## src/sv/kic_pkg.sv

```systemverilog
// Package: key codes, status codes and controller states for the keypad calculator.
`timescale 1ns / 1ps
package kic_pkg;
  localparam logic [7:0] KEY_CLEAR = 8'h63;
  localparam logic [7:0] KEY_EVAL  = 8'h3D;
  localparam logic [7:0] KEY_PLUS  = 8'h2B;
  localparam logic [7:0] KEY_MINUS = 8'h2D;
  localparam logic [7:0] KEY_MUL   = 8'h2A;
  localparam logic [7:0] KEY_DIV   = 8'h2F;
  localparam logic [7:0] KEY_ZERO  = 8'h30;
  localparam logic [7:0] KEY_NINE  = 8'h39;
  localparam logic [3:0] RADIX     = 4'd10;

  localparam logic [1:0] ST_OK     = 2'd0;
  localparam logic [1:0] ST_SYNTAX = 2'd1;
  localparam logic [1:0] ST_MATH   = 2'd2;

  typedef enum logic [1:0] {
    PEND_NONE = 2'd0,
    PEND_MUL  = 2'd1,
    PEND_DIV  = 2'd2
  } pend_t;

  typedef enum logic [3:0] {
    S_IDLE,
    S_RD_FIRST,
    S_CHK_FIRST,
    S_RD_LAST,
    S_CHK_LAST,
    S_RD_KEY,
    S_KEY,
    S_TERM,
    S_MUL,
    S_DIV,
    S_OP,
    S_FINISH,
    S_OUT
  } state_t;

  function automatic logic is_digit(input logic [7:0] k);
    return (k >= KEY_ZERO) && (k <= KEY_NINE);
  endfunction

  function automatic logic is_op(input logic [7:0] k);
    return (k == KEY_PLUS) || (k == KEY_MINUS) || (k == KEY_MUL) || (k == KEY_DIV);
  endfunction
endpackage

```

## src/sv/keypad_infix_calculator.sv

```systemverilog
// Top level: keypad calculator with key buffer memory and sequential evaluator.
`timescale 1ns / 1ps
// Keypad infix calculator.
// Input channel: key (8-bit ASCII) with valid/stall. Digits and + - * / are
// appended to a key memory of MAX_KEYS entries (extra keys dropped), 'c'
// empties it, '=' evaluates and emits one word on the output channel (value,
// status); other keys are dropped. An '=' walks the memory one entry per step
// (S_RD_KEY, then S_KEY) through a synchronous-read RAM with separate write
// and read ports, with the first/last entries read up front for the syntax
// checks. Each * adds an S_MUL step; each / runs a bit-serial restoring
// divider over the 32 quotient bits.
// Multiplication by 10 for digit entry is done with shifts and adds.
// in_stall is high while an evaluation runs and while the result word waits
// at the output; a stalled result holds value and status stable.
// Reset clears the key count and the controller; memory contents are not
// cleared (entries past the count are never used).
module keypad_infix_calculator #(
  parameter int MAX_KEYS = 16
) (
  input  logic               clk,
  input  logic               rst,
  input  logic               in_valid,
  output logic               in_stall,
  input  logic [7:0]         key,
  output logic               out_valid,
  input  logic               out_stall,
  output logic signed [31:0] value,
  output logic [1:0]         status
);
  localparam int AW = $clog2(MAX_KEYS);
  localparam int CW = $clog2(MAX_KEYS + 1);

  logic [7:0]    mem [MAX_KEYS];
  logic [7:0]    rdata;
  logic [AW-1:0] raddr;
  logic          mem_we;
  logic [CW-1:0] count;

  kic_pkg::state_t state, state_next;

  logic [CW-1:0] idx, idx_next;
  logic [31:0]   num, num_next;
  logic          neg, neg_next;
  logic [31:0]   sum, sum_next;
  logic [31:0]   grp, grp_next;
  kic_pkg::pend_t pend, pend_next;
  logic          merr, merr_next;
  logic [7:0]    prev, prev_next;
  logic [7:0]    cur, cur_next;
  logic          first_bad, first_bad_next;
  logic          at_end, at_end_next;
  logic [31:0]   term, term_next;
  logic [31:0]   rem, rem_next;
  logic [31:0]   quo, quo_next;
  logic [31:0]   dvs, dvs_next;
  logic [5:0]    dcnt, dcnt_next;
  logic          qneg, qneg_next;
  logic signed [31:0] value_next;
  logic [1:0]    status_next;

  logic          in_acc;
  logic          is_store;
  logic [32:0]   rem_sh;
  logic [32:0]   rem_sub;

  assign in_stall = (state != kic_pkg::S_IDLE);
  assign in_acc   = in_valid && !in_stall;
  assign is_store = kic_pkg::is_digit(key) || kic_pkg::is_op(key);
  assign mem_we   = in_acc && is_store && (count < CW'(MAX_KEYS));
  assign out_valid = (state == kic_pkg::S_OUT);

  always_ff @(posedge clk) begin
    if (mem_we) begin
      mem[count[AW-1:0]] <= key;
    end
    rdata <= mem[raddr];
  end

  always_ff @(posedge clk) begin
    if (rst) begin
      count <= '0;
    end else if (in_acc) begin
      if (key == kic_pkg::KEY_CLEAR) begin
        count <= '0;
      end else if (mem_we) begin
        count <= count + CW'(1);
      end
    end
  end

  always_ff @(posedge clk) begin
    if (rst) begin
      state <= kic_pkg::S_IDLE;
    end else begin
      state <= state_next;
    end
    idx <= idx_next;   num <= num_next;   neg <= neg_next;
    sum <= sum_next;   grp <= grp_next;   pend <= pend_next;
    merr <= merr_next; prev <= prev_next; cur <= cur_next;
    first_bad <= first_bad_next; at_end <= at_end_next;
    term <= term_next; rem <= rem_next;   quo <= quo_next;
    dvs <= dvs_next;   dcnt <= dcnt_next; qneg <= qneg_next;
    value <= value_next; status <= status_next;
  end

  assign rem_sh  = {rem, quo[31]};
  assign rem_sub = rem_sh - {1'b0, dvs};

  always_comb begin
    state_next = state;
    idx_next = idx; num_next = num; neg_next = neg; sum_next = sum;
    grp_next = grp; pend_next = pend; merr_next = merr; prev_next = prev;
    cur_next = cur; first_bad_next = first_bad; at_end_next = at_end;
    term_next = term; rem_next = rem; quo_next = quo; dvs_next = dvs;
    dcnt_next = dcnt; qneg_next = qneg;
    value_next = value; status_next = status;
    raddr = idx[AW-1:0];
    unique case (state)
      kic_pkg::S_IDLE: begin
        raddr = '0;
        if (in_acc && key == kic_pkg::KEY_EVAL) begin
          if (count == '0) begin
            value_next = '0;
            status_next = kic_pkg::ST_SYNTAX;
            state_next = kic_pkg::S_OUT;
          end else begin
            state_next = kic_pkg::S_RD_FIRST;
          end
        end
      end
      kic_pkg::S_RD_FIRST: begin
        raddr = '0;
        state_next = kic_pkg::S_CHK_FIRST;
      end
      kic_pkg::S_CHK_FIRST: begin
        raddr = AW'(count - CW'(1));
        first_bad_next = (rdata == kic_pkg::KEY_MUL) || (rdata == kic_pkg::KEY_DIV);
        state_next = kic_pkg::S_RD_LAST;
      end
      kic_pkg::S_RD_LAST: begin
        raddr = AW'(count - CW'(1));
        state_next = kic_pkg::S_CHK_LAST;
      end
      kic_pkg::S_CHK_LAST: begin
        if (first_bad || kic_pkg::is_op(rdata)) begin
          value_next = '0;
          status_next = kic_pkg::ST_SYNTAX;
          state_next = kic_pkg::S_OUT;
        end else begin
          idx_next = '0; num_next = '0; neg_next = 1'b0; sum_next = '0;
          grp_next = '0; pend_next = kic_pkg::PEND_NONE; merr_next = 1'b0;
          prev_next = kic_pkg::KEY_ZERO;
          state_next = kic_pkg::S_RD_KEY;
        end
      end
      kic_pkg::S_RD_KEY: begin
        if (idx == count) begin
          term_next = neg ? (32'd0 - num) : num;
          at_end_next = 1'b1;
          state_next = kic_pkg::S_TERM;
        end else begin
          state_next = kic_pkg::S_KEY;
        end
      end
      kic_pkg::S_KEY: begin
        cur_next = rdata;
        prev_next = rdata;
        idx_next = idx + CW'(1);
        state_next = kic_pkg::S_RD_KEY;
        if (kic_pkg::is_digit(rdata)) begin
          num_next = (num << 3) + (num << 1) + 32'(rdata - kic_pkg::KEY_ZERO);
        end else if (idx != '0 && !kic_pkg::is_digit(prev)) begin
          if (rdata == kic_pkg::KEY_MINUS) neg_next = !neg;
        end else begin
          term_next = neg ? (32'd0 - num) : num;
          at_end_next = 1'b0;
          state_next = kic_pkg::S_TERM;
        end
      end
      kic_pkg::S_TERM: begin
        raddr = idx[AW-1:0];
        unique case (pend)
          kic_pkg::PEND_MUL: state_next = kic_pkg::S_MUL;
          kic_pkg::PEND_DIV: begin
            if (term == '0) begin
              grp_next = '0;
              merr_next = 1'b1;
              state_next = at_end ? kic_pkg::S_FINISH : kic_pkg::S_OP;
            end else begin
              rem_next = '0;
              quo_next = grp[31] ? (32'd0 - grp) : grp;
              dvs_next = term[31] ? (32'd0 - term) : term;
              qneg_next = grp[31] ^ term[31];
              dcnt_next = '0;
              state_next = kic_pkg::S_DIV;
            end
          end
          default: begin
            grp_next = term;
            state_next = at_end ? kic_pkg::S_FINISH : kic_pkg::S_OP;
          end
        endcase
      end
      kic_pkg::S_MUL: begin
        grp_next = grp * term;
        state_next = at_end ? kic_pkg::S_FINISH : kic_pkg::S_OP;
      end
      kic_pkg::S_DIV: begin
        if (dcnt == 6'd32) begin
          grp_next = qneg ? (32'd0 - quo) : quo;
          state_next = at_end ? kic_pkg::S_FINISH : kic_pkg::S_OP;
        end else begin
          if (!rem_sub[32]) begin
            rem_next = rem_sub[31:0];
            quo_next = {quo[30:0], 1'b1};
          end else begin
            rem_next = rem_sh[31:0];
            quo_next = {quo[30:0], 1'b0};
          end
          dcnt_next = dcnt + 6'd1;
        end
      end
      kic_pkg::S_OP: begin
        num_next = '0;
        neg_next = 1'b0;
        state_next = kic_pkg::S_RD_KEY;
        case (cur) inside
          kic_pkg::KEY_PLUS, kic_pkg::KEY_MINUS: begin
            sum_next = sum + grp;
            grp_next = '0;
            pend_next = kic_pkg::PEND_NONE;
            neg_next = (cur == kic_pkg::KEY_MINUS);
          end
          kic_pkg::KEY_MUL: pend_next = kic_pkg::PEND_MUL;
          default:          pend_next = kic_pkg::PEND_DIV;
        endcase
      end
      kic_pkg::S_FINISH: begin
        value_next = sum + grp;
        status_next = merr ? kic_pkg::ST_MATH : kic_pkg::ST_OK;
        state_next = kic_pkg::S_OUT;
      end
      kic_pkg::S_OUT: begin
        if (!out_stall) state_next = kic_pkg::S_IDLE;
      end
      default: state_next = kic_pkg::S_IDLE;
    endcase
  end

  a_count_max: assert property (@(posedge clk) disable iff (rst)
    count <= CW'(MAX_KEYS)) else $error("key count past depth");
  a_out_hold: assert property (@(posedge clk) disable iff (rst)
    out_valid && out_stall |=> out_valid && $stable(value) && $stable(status))
    else $error("result word changed under stall");
  a_status_code: assert property (@(posedge clk) disable iff (rst)
    out_valid |-> status != 2'd3) else $error("bad status code");
  a_syntax_zero: assert property (@(posedge clk) disable iff (rst)
    out_valid && status == kic_pkg::ST_SYNTAX |-> value == '0)
    else $error("syntax error with nonzero value");
  a_walk_bound: assert property (@(posedge clk) disable iff (rst)
    state == kic_pkg::S_KEY |-> idx < count) else $error("walk past count");
endmodule
```

## config.mk

```make
export PLATFORM = sky130hd
export DESIGN_NAME = keypad_infix_calculator
export DESIGN_NICKNAME = d
export VERILOG_FILES = /design/src/sv/kic_pkg.sv /design/src/sv/keypad_infix_calculator.sv
export SDC_FILE = /design/constraint.sdc
export NUM_CORES = 2
export LEC_CHECK = 0
export BUFFER_PORTS_ARGS = -buffer_cell sky130_fd_sc_hd__buf_2
export CORE_MARGIN = 1.5
export CORE_UTILIZATION = 35
export CTS_CLUSTER_DIAMETER = 30
export DETAILED_ROUTE_END_ITERATION = 7
export PLACE_DENSITY = 0.52
export SLEW_MARGIN = 20
export SYNTH_ARGS = -nofsm -noshare
export SYNTH_HDL_FRONTEND = slang
export SYNTH_SLANG_ARGS = --single-unit
export TNS_END_PERCENT = 5
```

## constraint.sdc

```tcl
create_clock -name clk -period 6.9 [get_ports clk]
set_input_delay 0.69 -clock clk [delete_from_list [all_inputs] [get_ports clk]]
set_output_delay 0.69 -clock clk [all_outputs]
set_load 0.05 [all_outputs]
```

# Yosys cells after proc, flatten, opt, wreduce, memory -nomap -nowiden
# Memory sizes are Yosys's and may differ from the RTL's. A register that Yosys moved wholly into a read port is not among the register bits.
# Index checks and enable logic that the tools add are counted.
# Widths: inputs -> output; s select.
dict set report word_totals {
  regBits 301
  mem_bits_rw 128
  input_bits 12
  output_inout_bits 36
  mem_count 1
}
# name words width rd rd_ports_with_merged_regs write_ports line_no
set memory_table {}
lappend memory_table {mem 16 8 1 1 1 keypad_infix_calculator.sv:33} ;# logic [7:0] mem [MAX_KEYS];
dict set report op_classes {
  add_sub_neg 13
  n_mul 1
  magnitude_cmp 7
  eq_ne 48
  mux 79
  bitwise_logic 2
  reduce_logical 50
}
# op n
set op_table {}
lappend op_table {{$mux 32} 22}
lappend op_table {{$pmux 32 s2} 5}
lappend op_table {{$pmux 32 s3} 2}
lappend op_table {{$pmux 32 s5} 1}
lappend op_table {{$sub 1x32->32 const A} 4}
lappend op_table {{$add 32x32->32} 3}
lappend op_table {{$eq 8x6->1 const B} 12}
lappend op_table {{$pmux 4 s13} 1}
lappend op_table {{$ne 2x2->1 const B} 18}
lappend op_table {{$sub 33x32->33} 1}
lappend op_table {{$logic_not 32->1} 1}
lappend op_table {{$mul 32x32->32} 1}
lappend op_table {{$mux 31} 1}
lappend op_table {{$ge 8x6->1 const B} 3}
lappend op_table {{$le 8x6->1 const B} 3}
lappend op_table {{$eq 4x4->1 const B} 5}
lappend op_table {{$mux 2} 10}
lappend op_table {{$mux 4} 5}
lappend op_table {{$mux 6} 3}
lappend op_table {{$eq 4x3->1 const B} 4}
lappend op_table {{$pmux 8 s2} 1}
lappend op_table {{$reduce_and 4->1} 4}
lappend op_table {{$mux 1} 15}
lappend op_table {{$mux 5} 3}
lappend op_table {{37 further kinds} 72}

# Logic depth before layout (Yosys ltp)
dict set report logic_depth {
  word_depth 9
  ltp_mapped 27
  mapped_depth_nobuf 25
}

# Worst setup path after synthesis
# No wires, ideal clock.
dict set report synth_timing {
  path_type {register to register}
  startpoint {reg term[7]}
  endpoint {reg grp[0] (enable)}
  setup_ns 0.474
  arrival_time_ns 7.085
  t_required_ns 6.426
  path_slack_ns -0.659
  path_stages_with_launch 10
  n_path_buf 1
  period_less_slack_ns 7.559
  cell_sequence {edfxtp_1 -> clkbuf_1 -> or4_1 -> nor4_2 -> nand3_1 -> or4_1 -> or4_1 -> nor4b_2 -> o21ai_1 -> a221oi_1}
}
dict set report synth_between {
  elab_chain_len 3
}
# element line_no
set synth_lines {}
lappend synth_lines {{start: declaration} keypad_infix_calculator.sv:52} ;# logic [31:0] term, term_next;
lappend synth_lines {{start signal: assignment} keypad_infix_calculator.sv:101} ;# term <= term_next; rem <= rem_next; quo <= quo_next;
lappend synth_lines {{$logic_not 32->1} keypad_infix_calculator.sv:185} ;# if (term == '0) begin
lappend synth_lines {{$ne 3x3->1 (no source line)} --}
lappend synth_lines {{$reduce_and 6->1 (no source line)} --}
lappend synth_lines {{end signal: assignment} keypad_infix_calculator.sv:98} ;# sum <= sum_next; grp <= grp_next; pend <= pend_next;
lappend synth_lines {{end: declaration} keypad_infix_calculator.sv:45} ;# logic [31:0] grp, grp_next;
# No other way between the ends.
# A chain may end at the register's enable or synchronous reset.

# Worst setup path in the final report
dict set report layout_timing {
  startpoint {reg term[3]}
  endpoint {reg grp[31], data pin}
}
dict set report layout_between {
  elab_chain_len 2
}
# element line_no
set layout_lines {}
lappend layout_lines {{$mul 32x32->32} keypad_infix_calculator.sv:205} ;# grp_next = grp * term;
lappend layout_lines {{$pmux 32 s5} keypad_infix_calculator.sv:118} ;# unique case (state)
lappend layout_lines {{via grp_next[31]} keypad_infix_calculator.sv:45}
# The timed path passes the listed nets, and every way through them passes these cells.

==> reports/results.ini <==
[status]
status=finished with violations
violations=setup timing

[clocking]
cts_made_buffers=103
htreeDepth=3
cts_max_path_buffers=3
cts_tree=done
clock_sinks=436
ctsRootBufferMaster=clkbuf_16
clk-insertion-delay-late_ns=0.70
clk_pin_slew_ns=0.05

[min_path]
holdPathStages=2
min_to=state[3]$_SDFFE_PP0P_
holdCritPathClass=in2reg
holdCritStartpoint=rst

[detailed_routing]
vias=30100
antenna_left=0
drt-total-wl_um=115000
routedWlPerCell_um=19.5
firstDrtPassIters=7
drc=0
drtIter0Drc=1809
viasPerCell=5.10

[worst_setup_path]
cp_cell_sequence=buf_12, and2_1, fa_1, inv_1, fa_1, fa_1, fa_1, inv_1, fa_1, inv_1, fa_1, inv_1, fa_1, fa_1, ha_4, and2_4, nand4_1, o21ai_2, o41a_1, a221o_1, o31ai_2, xnor2_1, o21ai_0
critPathMaxFanout=12
crit_path_frequent_cell=fa_1
worstSetupPathType=reg2reg
cpLargestDelayFamily=adder cells
r2r_cells=23
required_ns=7.26
critical_path.startpoint_type=flip-flop
cp.depth=23
cp-startpoint=term[3]$_DFFE_PP_
r2r_start=term[3]$_DFFE_PP_
r2r-end=grp[31]$_DFFE_PP_
r2r_slack_ns=-0.30
slowest_stage=fa_1
cp.arrival_ns=7.56
cp-end-kind=flip-flop
crit_path_max_incr_delay_ns=0.55
path_buf_inv=5

[layout]
fin_nets=4974
drive_gt1_share_pct=12.4
final_cell_area_mm2=0.0484
area_delta_synth_final_pct=18.1
layoutNonFillerInstCount=5903

[sta]
period_needed_ns=7.20
timing.final.ws_setup_ns=-0.296
period_share_pct=104
hold_viol=0
skew_ns=0.0807
grt_setup_unrepaired=yes
relSlewSlack_pct=27.2
tightest_slew_ns=1.09
finalSetupViolCount=7
maxSlewViolCount=0
fmaxAchievable_ghz=0.139

[yosys]
syn_nets=4770
synth-edff-count=419
yosysMostFrequentCell=inv_1
synth_top_area_cell=edfxtp_1
netlist_area_mm2=0.0410
avgSynthCellArea_um2=10.0
synth_top_area_share_pct=30.7
yosys.cell_types.count=73
synthFlopType=edfxtp_1
synthTopCellsByCount=inv_1 (471), fa_1 (439), edfxtp_1 (419), nand2_1 (417), and2_1 (346)
synthArstFlopShare_pct=0
ys_seq_area_share_pct=31.5
synthTopCellsByArea=edfxtp_1 (31%), fa_1 (21%), ha_1 (7.1%)
ys_seq_elements=436
netlist_instances=4085
yosysWarnings=0

[die]
placeableCoreArea_mm2=0.116
dieArea_mm2=0.119
top_level_ports=48
die_x_um=345
fp-row-count=125
initial_utilization_pct=35.3
die_height_um=345

[placement]
gp_congestion=0.866
hpwlAfterDp_um=88500
dp_cells=5689
port-buffer-count=47
place_area_mm2=0.0445

[global_route]
track_usage_pct=19.4
antenna_found_initial=0
grt_pass1_vias=31300
grt_pass1_wl_um=182000
overflow=0
grt_max_degree=81

[job]
cap_violations=0

## flip-flops by register name, summed over array words and instances (netlist names), 7 cells and up
| name | cells |
|---|---|
| value | 32 |
| grp | 32 |
| rdata | 8 |
| quo | 32 |
| prev | 7 |
| mem | 128 |
| cur | 8 |
| sum | 32 |
| rem | 32 |
| num | 32 |
| term | 32 |
| dvs | 32 |
## worst register-to-register path, cell delays in order (launching register included)
cell      delay (ns)
edfxtp_1        0.42
buf_12          0.17
and2_1          0.17
fa_1            0.49
inv_1           0.05
fa_1            0.49
fa_1            0.44
fa_1            0.55
inv_1           0.05
fa_1            0.50
inv_1           0.06
fa_1            0.53
inv_1           0.05
fa_1            0.45
fa_1            0.54
ha_4            0.21
and2_4          0.16
nand4_1         0.16
o21ai_2         0.11
o41a_1          0.43
a221o_1         0.40
o31ai_2         0.27
xnor2_1         0.15
o21ai_0         0.09
## metrics by stage
step	setup TNS, ns	hold WS (ns)	setup slack (ns)	util (%)
after floorplan	-0.189	0.489	-0.189	-
after global placement	-1.99	0.527	-0.455	38.3
after detailed placement	-2.89	0.530	-0.513	38.3
after CTS	-0.910	0.247	-0.232	41.5
after global routing	-3.94	0.269	-0.502	41.6
final	-0.813	0.287	-0.296	41.7
## worst max-delay path by stage
stage | slack, ns | to
global route | -0.50 | grp[31]$_DFFE_PP_
floorplan | -0.19 | grp[31]$_DFFE_PP_
CTS | -0.23 | grp[31]$_DFFE_PP_
detailed placement | -0.51 | grp[29]$_DFFE_PP_
finish | -0.30 | grp[31]$_DFFE_PP_
global placement | -0.46 | grp[31]$_DFFE_PP_
## per-layer routing
layer  vias up  wire (um)  global-route usage [%]
met4         0       2940                    5.27
met5         -          0                       0
met3       185       4560                    2.49
met2       627      57000                    33.3
met1     15100      50600                    25.8
li1      14200          -                       -
## cell usage in the layout, fill, tap and decap left out, types with 18 or more instances in the layout
cell         n
nor2_1     194
mux2i_1     26
o21ai_0    184
inv_1      471
fa_1       438
nand3_1     63
nor2b_1     34
edfxtp_1   419
or3_1       19
nor3_1      29
clkinv_2    18
xor2_1     112
buf_4      257
a31oi_1     28
a21o_1      43
a211oi_1    73
a21oi_1    148
and2_1     345
clkbuf_16  106
ha_1       229
buf_2       47
o21a_1      25
nand2b_1    39
or4_1       28
o31ai_1     45
xnor2_1    177
nand2_1    417
## logic make-up after synthesis
kind of cell	after synthesis	synth area share, %
and+or+nand+nor	1271	15.8
adders and majority gates	673	28.6
muxes	27	0.663
buffers and inverters	691	6.33
DFF	436	31.5
xor gates and xnor gates	291	6.22
AOI/OAI and AO/OA	696	10.9
## what timing repair did
action | in CTS | in global routing
cloned | 0 | 0
hold buffers | 0 | 0
buffers inserted | 6 | 12
gates resized for setup | 15 | 17
setup endpoints to repair | 11 | 15
pin swaps | 1 | 13
## final cells by class
cell class / instances / area, um2
Multi-Input combinational cell: 2958 / 25700
Antenna cell: 2 / 5.00
Timing Repair Buffer: 319 / 2450
Inverter: 471 / 1770
Fill cell: 11400 / 67800
Tap cell: 1524 / 1910
Clock inverter: 72 / 876
Clock buffer: 121 / 2720
Sequential cell: 436 / 12900
Power is left out: the tool's default activity adds up to more than one toggle a clock period on the data nets, which glitch-free logic cannot reach.
